### config.mk
export PLATFORM = sky130hd
export DESIGN_NAME = touch_idle_screen_blanker_core_flat
export DESIGN_NICKNAME = d
export VERILOG_FILES = /design/src/hw/rtl/tisb_pkg.sv /design/src/hw/rtl/tisb_if.sv /design/src/hw/rtl/tisb_cfg.sv /design/src/hw/rtl/touch_idle_screen_blanker_core.sv /design/src/flat_wrapper.sv
export SDC_FILE = /design/constraint.sdc
export NUM_CORES = 1
export LEC_CHECK = 0
export BUFFER_PORTS_ARGS = -buffer_cell sky130_fd_sc_hd__clkbuf_2
export CAP_MARGIN = 20
export CORE_AREA = 2 2 180 182
export CTS_CLUSTER_SIZE = 24
export DETAILED_ROUTE_END_ITERATION = 8
export DIE_AREA = 0 0 182 184
export SYNTH_ARGS = -nofsm -noshare
export SYNTH_HDL_FRONTEND = slang
export SYNTH_SLANG_ARGS = --single-unit
### constraint.sdc
create_clock -name clk -period 4.9 [get_ports clk]
set_input_delay 0.98 -clock clk [delete_from_list [all_inputs] [get_ports clk]]
set_output_delay 0.98 -clock clk [all_outputs]
set_load 0.01 [all_outputs]
### src/hw/rtl/tisb_pkg.sv
// Package: widths, reset values, register indexes and the configuration struct.
`default_nettype none
package tisb_pkg;

  localparam int unsigned IDLE_W    = 22;
  localparam int unsigned PERIOD_W  = 11;
  localparam int unsigned COUNT_W   = 14;
  localparam int unsigned TIMEOUT_W = 12;
  localparam int unsigned LONG_W    = 14;
  localparam int unsigned DEBOUNCE_W = 10;
  localparam int unsigned CFG_IDX_W  = 2;
  localparam int unsigned CFG_DATA_W = 14;

  localparam logic [IDLE_W-1:0]     MS_PER_SECOND     = IDLE_W'(1000);
  localparam logic [TIMEOUT_W-1:0]  TIMEOUT_RESET     = TIMEOUT_W'(300);
  localparam logic [LONG_W-1:0]     LONG_PRESS_RESET  = LONG_W'(3000);
  localparam logic [DEBOUNCE_W-1:0] DEBOUNCE_RESET    = DEBOUNCE_W'(50);
  localparam logic [PERIOD_W-1:0]   PERIOD_RESET      = PERIOD_W'(1000);

  typedef enum logic [CFG_IDX_W-1:0] {
    REG_TIMEOUT_SECONDS   = 2'd0,
    REG_LONG_PRESS_MS     = 2'd1,
    REG_DEBOUNCE_MS       = 2'd2,
    REG_REFRESH_PERIOD_MS = 2'd3
  } cfg_index_t;

  typedef struct packed {
    logic [IDLE_W-1:0]     timeout_ms;
    logic [LONG_W-1:0]     long_press_ms;
    logic [DEBOUNCE_W-1:0] debounce_ms;
    logic [PERIOD_W-1:0]   refresh_period_ms;
  } cfg_t;

endpackage
`default_nettype wire

### src/hw/rtl/tisb_if.sv
// Interfaces: tick input channel, result output channel, configuration write channel.
`default_nettype none
interface tisb_tick_if;
  logic valid;
  logic ready;
  logic touch_pressed;
  modport source (output valid, output touch_pressed, input ready);
  modport sink (input valid, input touch_pressed, output ready);
endinterface

interface tisb_result_if;
  logic valid;
  logic ready;
  logic blanked;
  logic entered_blank;
  logic woke_up;
  logic refresh_pulse;
  modport source (output valid, output blanked, output entered_blank,
                  output woke_up, output refresh_pulse, input ready);
  modport sink (input valid, input blanked, input entered_blank,
                input woke_up, input refresh_pulse, output ready);
endinterface

interface tisb_cfg_if;
  logic                        valid;
  logic                        ready;
  logic [tisb_pkg::CFG_IDX_W-1:0]  index;
  logic [tisb_pkg::CFG_DATA_W-1:0] data;
  modport source (output valid, output index, output data, input ready);
  modport sink (input valid, input index, input data, output ready);
endinterface
`default_nettype wire

### src/hw/rtl/tisb_cfg.sv
// Configuration register file; holds the timeout already scaled to milliseconds.
`default_nettype none
module tisb_cfg (
  input  wire logic     clk,
  input  wire logic     rst,
  tisb_cfg_if.sink      cfg,
  output tisb_pkg::cfg_t regs
);
  import tisb_pkg::*;

  cfg_t regs_q;

  assign cfg.ready = 1'b1;
  assign regs      = regs_q;

  always_ff @(posedge clk) begin
    if (rst) begin
      regs_q.timeout_ms        <= IDLE_W'(TIMEOUT_RESET) * MS_PER_SECOND;
      regs_q.long_press_ms     <= LONG_PRESS_RESET;
      regs_q.debounce_ms       <= DEBOUNCE_RESET;
      regs_q.refresh_period_ms <= PERIOD_RESET;
    end else if (cfg.valid) begin
      case (cfg_index_t'(cfg.index))
        REG_TIMEOUT_SECONDS: begin
          regs_q.timeout_ms <= IDLE_W'(cfg.data[TIMEOUT_W-1:0]) * MS_PER_SECOND;
        end
        REG_LONG_PRESS_MS: begin
          regs_q.long_press_ms <= cfg.data[LONG_W-1:0];
        end
        REG_DEBOUNCE_MS: begin
          regs_q.debounce_ms <= cfg.data[DEBOUNCE_W-1:0];
        end
        REG_REFRESH_PERIOD_MS: begin
          regs_q.refresh_period_ms <= cfg.data[PERIOD_W-1:0];
        end
        default: begin
        end
      endcase
    end
  end

endmodule
`default_nettype wire

### src/hw/rtl/touch_idle_screen_blanker_core.sv
// Top level: screen blanker state update per millisecond tick and result register.
`default_nettype none
// One beat on tick_in is one millisecond tick carrying the raw touch level; each
// tick yields exactly one result beat on result_out, in the cycle after it is taken.
// The block takes a tick in every cycle while the result register is empty or its
// beat is being taken in the same cycle; while result_out is ready the sustained
// rate is one tick per cycle, set by the combinational state update.
// Configuration writes are always taken and act on ticks taken after them; the
// timeout is converted to milliseconds when its register is written.
module touch_idle_screen_blanker_core (
  input  wire logic   clk,
  input  wire logic   rst,
  tisb_tick_if.sink   tick_in,
  tisb_result_if.source result_out,
  tisb_cfg_if.sink    cfg
);
  import tisb_pkg::*;

  cfg_t regs;

  tisb_cfg u_cfg (
    .clk  (clk),
    .rst  (rst),
    .cfg  (cfg),
    .regs (regs)
  );

  logic                  saver_on, saver_on_next;
  logic [IDLE_W-1:0]     idle_count, idle_count_next;
  logic [PERIOD_W-1:0]   refresh_count, refresh_count_next;
  logic                  press_seen, press_seen_next;
  logic [COUNT_W-1:0]    press_count, press_count_next;
  logic                  hold_tracking, hold_tracking_next;
  logic [COUNT_W-1:0]    hold_count, hold_count_next;
  logic                  activity_counted, activity_counted_next;
  logic                  wait_release, wait_release_next;
  logic                  entered_next, woke_next, refresh_next;
  logic                  real_touch;
  logic                  accept;

  logic out_valid, out_blanked, out_entered, out_woke, out_refresh;

  assign tick_in.ready = !out_valid || result_out.ready;
  assign accept        = tick_in.valid && tick_in.ready;

  assign result_out.valid         = out_valid;
  assign result_out.blanked       = out_blanked;
  assign result_out.entered_blank = out_entered;
  assign result_out.woke_up       = out_woke;
  assign result_out.refresh_pulse = out_refresh;

  always_comb begin
    saver_on_next         = saver_on;
    refresh_count_next    = refresh_count;
    press_seen_next       = press_seen;
    press_count_next      = press_count;
    hold_tracking_next    = hold_tracking;
    hold_count_next       = hold_count;
    activity_counted_next = activity_counted;
    wait_release_next     = wait_release;
    entered_next          = 1'b0;
    woke_next             = 1'b0;
    refresh_next          = 1'b0;
    real_touch            = 1'b0;

    // refresh
    if (saver_on) begin
      if (refresh_count != '1) begin
        refresh_count_next = refresh_count + PERIOD_W'(1);
      end
      if (refresh_count_next >= regs.refresh_period_ms) begin
        refresh_next       = 1'b1;
        refresh_count_next = '0;
      end
    end

    // timeout
    idle_count_next = (idle_count == '1) ? idle_count : idle_count + IDLE_W'(1);
    if (!saver_on && regs.timeout_ms != '0 && idle_count_next > regs.timeout_ms) begin
      saver_on_next      = 1'b1;
      entered_next       = 1'b1;
      idle_count_next    = '0;
      refresh_count_next = '0;
    end

    // touch
    if (tick_in.touch_pressed) begin
      if (!press_seen) begin
        press_seen_next  = 1'b1;
        press_count_next = '0;
      end else if (press_count != '1) begin
        press_count_next = press_count + COUNT_W'(1);
      end
      real_touch = press_count_next >= COUNT_W'(regs.debounce_ms);

      if (saver_on_next && !wait_release && real_touch) begin
        saver_on_next         = 1'b0;
        woke_next             = 1'b1;
        idle_count_next       = '0;
        hold_tracking_next    = 1'b0;
        activity_counted_next = 1'b1;
      end else if (!saver_on_next && real_touch) begin
        if (!activity_counted) begin
          idle_count_next       = '0;
          activity_counted_next = 1'b1;
        end
        if (!hold_tracking) begin
          hold_tracking_next = 1'b1;
          hold_count_next    = '0;
        end else begin
          if (hold_count != '1) begin
            hold_count_next = hold_count + COUNT_W'(1);
          end
          if (hold_count_next >= regs.long_press_ms) begin
            saver_on_next      = 1'b1;
            entered_next       = 1'b1;
            idle_count_next    = '0;
            refresh_count_next = '0;
            hold_tracking_next = 1'b0;
            wait_release_next  = 1'b1;
          end
        end
      end
    end else begin
      hold_tracking_next    = 1'b0;
      hold_count_next       = '0;
      wait_release_next     = 1'b0;
      press_seen_next       = 1'b0;
      press_count_next      = '0;
      activity_counted_next = 1'b0;
    end
  end

  always_ff @(posedge clk) begin
    if (rst) begin
      saver_on         <= 1'b0;
      idle_count       <= '0;
      refresh_count    <= '0;
      press_seen       <= 1'b0;
      press_count      <= '0;
      hold_tracking    <= 1'b0;
      hold_count       <= '0;
      activity_counted <= 1'b0;
      wait_release     <= 1'b0;
    end else if (accept) begin
      saver_on         <= saver_on_next;
      idle_count       <= idle_count_next;
      refresh_count    <= refresh_count_next;
      press_seen       <= press_seen_next;
      press_count      <= press_count_next;
      hold_tracking    <= hold_tracking_next;
      hold_count       <= hold_count_next;
      activity_counted <= activity_counted_next;
      wait_release     <= wait_release_next;
    end
  end

  always_ff @(posedge clk) begin
    if (rst) begin
      out_valid <= 1'b0;
    end else if (accept) begin
      out_valid <= 1'b1;
    end else if (result_out.ready) begin
      out_valid <= 1'b0;
    end
  end

  always_ff @(posedge clk) begin
    if (accept) begin
      out_blanked <= saver_on_next;
      out_entered <= entered_next;
      out_woke    <= woke_next;
      out_refresh <= refresh_next;
    end
  end

endmodule
`default_nettype wire
### src/flat_wrapper.sv
// flat-port wrapper written by rule: the top's interface ports become plain ports
module touch_idle_screen_blanker_core_flat import tisb_pkg::*;
  (clk, rst, tick_in_valid, tick_in_touch_pressed, tick_in_ready, result_out_valid, result_out_blanked, result_out_entered_blank, result_out_woke_up, result_out_refresh_pulse, result_out_ready, cfg_valid, cfg_index, cfg_data, cfg_ready);
  tisb_tick_if tick_in_i ();
  tisb_result_if result_out_i ();
  tisb_cfg_if cfg_i ();
  input  wire logic clk;
  input  wire logic rst;
  input wire logic [$bits(tick_in_i.valid)-1:0] tick_in_valid;
  input wire logic [$bits(tick_in_i.touch_pressed)-1:0] tick_in_touch_pressed;
  output wire logic [$bits(tick_in_i.ready)-1:0] tick_in_ready;
  output wire logic [$bits(result_out_i.valid)-1:0] result_out_valid;
  output wire logic [$bits(result_out_i.blanked)-1:0] result_out_blanked;
  output wire logic [$bits(result_out_i.entered_blank)-1:0] result_out_entered_blank;
  output wire logic [$bits(result_out_i.woke_up)-1:0] result_out_woke_up;
  output wire logic [$bits(result_out_i.refresh_pulse)-1:0] result_out_refresh_pulse;
  input wire logic [$bits(result_out_i.ready)-1:0] result_out_ready;
  input wire logic [$bits(cfg_i.valid)-1:0] cfg_valid;
  input wire logic [$bits(cfg_i.index)-1:0] cfg_index;
  input wire logic [$bits(cfg_i.data)-1:0] cfg_data;
  output wire logic [$bits(cfg_i.ready)-1:0] cfg_ready;
  assign tick_in_i.valid = tick_in_valid;
  assign tick_in_i.touch_pressed = tick_in_touch_pressed;
  assign tick_in_ready = tick_in_i.ready;
  assign result_out_valid = result_out_i.valid;
  assign result_out_blanked = result_out_i.blanked;
  assign result_out_entered_blank = result_out_i.entered_blank;
  assign result_out_woke_up = result_out_i.woke_up;
  assign result_out_refresh_pulse = result_out_i.refresh_pulse;
  assign result_out_i.ready = result_out_ready;
  assign cfg_i.valid = cfg_valid;
  assign cfg_i.index = cfg_index;
  assign cfg_i.data = cfg_data;
  assign cfg_ready = cfg_i.ready;
  touch_idle_screen_blanker_core u_core (.clk(clk), .rst(rst), .tick_in(tick_in_i), .result_out(result_out_i), .cfg(cfg_i));
endmodule
==> flow_metrics.env <==
export IMPL_port_buffers=27
export IMPL_async_flop_share_pct=0
export IMPL_critPathLaunchType="register"
export IMPL_slowest_stage="or4_4"
export IMPL_postSynthAreaPerCell_um2=8.32
export IMPL_coreArea_um2=31400
export IMPL_seq_area_frac_synth_pct=27.2
export IMPL_dp_hpwl_mm=18.2
export IMPL_drive_gt1_share_pct=10.7
export IMPL_drt_iter0_drc=617
export IMPL_ff2ff_setup_slack_ps=350
export IMPL_grt_pass1_vias=7830
export IMPL_numCtsBuffers=17
export IMPL_routedWlPerCell_um=15.2
export IMPL_grt_pass1_wl_mm=40.2
export IMPL_num_nets_final=1325
export IMPL_ios=29
export IMPL_worstPathMaxFanout=8
export IMPL_htreeDepth=4
export IMPL_final_area_um2=10700
export IMPL_cts_tree="yes"
export IMPL_end_kind="register"
export IMPL_first_pass_iters=5
export IMPL_synth_distinct_cells=75
export IMPL_powerDensity_nw_per_um2=343
export IMPL_worst_pin_slew_ps=1020
export IMPL_yosys_area_top_type="dfxtp_1"
export IMPL_vias=8161
export IMPL_hold_path_class="register to register"
export IMPL_critPathKind="register to register"
export IMPL_grt_max_degree=37
export IMPL_slew_headroom_pct=31.6
export IMPL_synth_cells=1122
export IMPL_path_buf_inv=1
export IMPL_route_detailed_drc=0
export IMPL_grtUsageTotal_pct=15.0
export IMPL_yosysMostFrequentCell="nand2_1"
export IMPL_clockRootBuffer="clkbuf_16"
export IMPL_clock_latency_ps=430
export IMPL_rsz0062_at_grt="false"
export IMPL_cp_cell_sequence="nand4_1, or3_4, or4_4, nor2b_1, nand4_1, xnor2_1, ha_1, o21ai_0, a221oi_1, a211o_1, a221o_1, nand3_1, o21ai_0, a21oi_2, buf_4, a22o_1"
export IMPL_postRouteAntennaNets=0
export IMPL_max_cap_viol_count=0
export IMPL_area_growth_pct=14.8
export IMPL_netlist_area_um2=9330
export IMPL_hold_buffers=0
export IMPL_placed_area_um2=10100
export IMPL_max_stage_delay_ps=550
export IMPL_initial_core_util_pct=29.7
export IMPL_status="completed"
export IMPL_cts_sinks=125
export IMPL_ys_ff_latch=125
export IMPL_path_clk_slew_ps=60
export IMPL_dieArea_um2=33500
export IMPL_grt_ovfl_total=0
export IMPL_post_route_period_util_pct=92.9
export IMPL_synth_nets=1285
export IMPL_routed_wl_mm=23.9
export IMPL_required_ps=5220
export IMPL_setup_viol=0
export IMPL_finalClockSkew_ps=11.6
export IMPL_netlist_top_cells_count="nand2_1, dfxtp_1, ha_1"
export IMPL_min_period_ps=4550
export IMPL_fp_row_count=65
export IMPL_utilization_pct=34.1
export IMPL_p_leak_nw=4.47
export IMPL_final_max_slew_viol_count=0
export IMPL_synth_flop_cell="dfxtp_1"
export IMPL_clk_path_buf_depth=2
export IMPL_gp_congestion=0.841
export IMPL_die_h_um=184
export IMPL_critPathArrivalTime_ps=4880
export IMPL_synth_edf_count=4
export IMPL_antenna_cells=0
export IMPL_die_w_um=182
export IMPL_max_clock_freq_mhz=220
export IMPL_hold_viol=0
export IMPL_ys_top_cells_by_area="dfxtp_1, ha_1, fa_1"
export IMPL_max_vdd_ir_drop_v=0.000260
export IMPL_ys_warn_count=0
export IMPL_synth_top_area_share_pct=26.0
export IMPL_antenna_found_initial=0
export IMPL_crit_family="simple AND/OR/NAND/NOR gates"
export IMPL_viasPerCell=5.18
power breakdown:
group	internal [mW]	switching, mW
registers	1.06	0.0326
logic	0.540	0.710
clock network	0.808	0.524
total	2.41	1.27
final cells by class:
class,count,area (µm²)
clock buffers,17,425
multi-input cells,851,6240
clock inverters,15,186
inverters,101,379
flip-flops and latches,125,2540
fillers,3250,20700
well taps,402,503
repair buffers,66,432
routing by layer:
metal	track usage, %	vias to the layer above	routed length, µm
met3	2.89	35	1070
li1	-	4082	-
met2	23.8	191	10900
met1	20.3	3853	11600
met4	5.39	0	413
met5	0	-	0
repair_timing:
action	CTS	global route
endpoints found under the hold margin	0	0
setup buffers	0	1
setup endpoints to repair	0	30
resized for setup	0	2
worst paths after layout:
path / to / cells after the start / start
setup / recovery: u_core.refresh_count[8] / 16 / u_core.hold_count[4]
hold / removal: u_core.u_cfg.regs[13] / 2 / u_core.u_cfg.regs[13]
setup reg to reg: u_core.refresh_count[8] / 16 / u_core.hold_count[4]
hold reg to reg: u_core.u_cfg.regs[13] / 2 / u_core.u_cfg.regs[13]
kinds of logic (layout without fill, tap and decap cells):
family | after synthesis | after routing | synth area share [%]
adder cells (fa/ha/maj) | 141 | 141 | 22.0
multiplexers | 6 | 6 | 0.670
AO/OA/AOI/OAI | 255 | 255 | 18.4
XOR/XNOR | 52 | 52 | 4.88
AND/OR/NAND/NOR | 396 | 396 | 20.7
buffers and inverters | 146 | 199 | 6.05
other | 1 | 1 | 0.0402
flip-flops | 125 | 125 | 27.2
sequential cells by signal, summed over array words and instances (netlist names):
| name | count |
|---|---|
| u_core.hold_count | 14 |
| u_core.activity_counted | 1 |
| u_core.u_cfg.regs | 54 |
| u_core.result_out.woke_up | 1 |
| u_core.wait_release | 1 |
| u_core.press_count | 14 |
| u_core.press_seen | 1 |
| u_core.result_out.entered_blank | 1 |
| u_core.idle_count | 22 |
| u_core.hold_tracking | 1 |
| u_core.result_out.refresh_pulse | 1 |
| u_core.saver_on | 1 |
| u_core.result_out.valid | 1 |
| u_core.result_out.blanked | 1 |
| u_core.refresh_count | 11 |
layout by cell type (no fill, tap or decap), types with 5 or more instances in the layout:
master / netlist / final
nand3_1: 42 / 42
inv_1: 98 / 98
clkbuf_2: 0 / 26
xor2_1: 23 / 23
a22o_1: 8 / 8
buf_4: 1 / 38
fa_1: 38 / 38
nor2b_1: 8 / 8
nand4_1: 20 / 20
clkinv_4: 0 / 6
or3_1: 9 / 9
clkbuf_16: 0 / 17
o31ai_1: 7 / 7
ha_1: 103 / 103
o21ai_0: 34 / 34
dfxtp_1: 121 / 121
a41oi_1: 5 / 5
a21o_1: 7 / 7
or4b_2: 5 / 5
o211ai_1: 28 / 28
nand2b_1: 6 / 6
a211oi_1: 7 / 7
o21a_1: 7 / 7
nor4_1: 8 / 8
and4_1: 6 / 6
nand2_1: 139 / 138
nor3_1: 28 / 28
a22oi_1: 15 / 15
nor2_1: 85 / 85
a21oi_1: 74 / 74
a31oi_1: 14 / 14
xnor2_1: 29 / 29
and3_1: 12 / 12
a32oi_1: 17 / 17
worst reg2reg max path: stages, from the launching register on:
cell and delay [ps]:
dfxtp_1 430, nand4_1 220, or3_4 450, or4_4 550, nor2b_1 240, nand4_1 190
xnor2_1 90, ha_1 300, o21ai_0 110, a221oi_1 310, a211o_1 200, a221o_1 190
nand3_1 140, o21ai_0 550, a21oi_2 100, buf_4 190, a22o_1 180
per-stage QoR:
stage                     TNS, ps  cells  power (mW)  hold WS (ps)  worst slack (ps)
after floorplan                 0   1122        2.06           432               366
after global placement          0   1543        2.35           446              47.4
after detailed placement     -128   1543        2.37           448              -102
after CTS                       0   1575        3.71           457               231
after global routing            0   1577        3.95           470              22.5
final                           0   1577        3.68           453               347
Power figures use the tool's default switching activity.
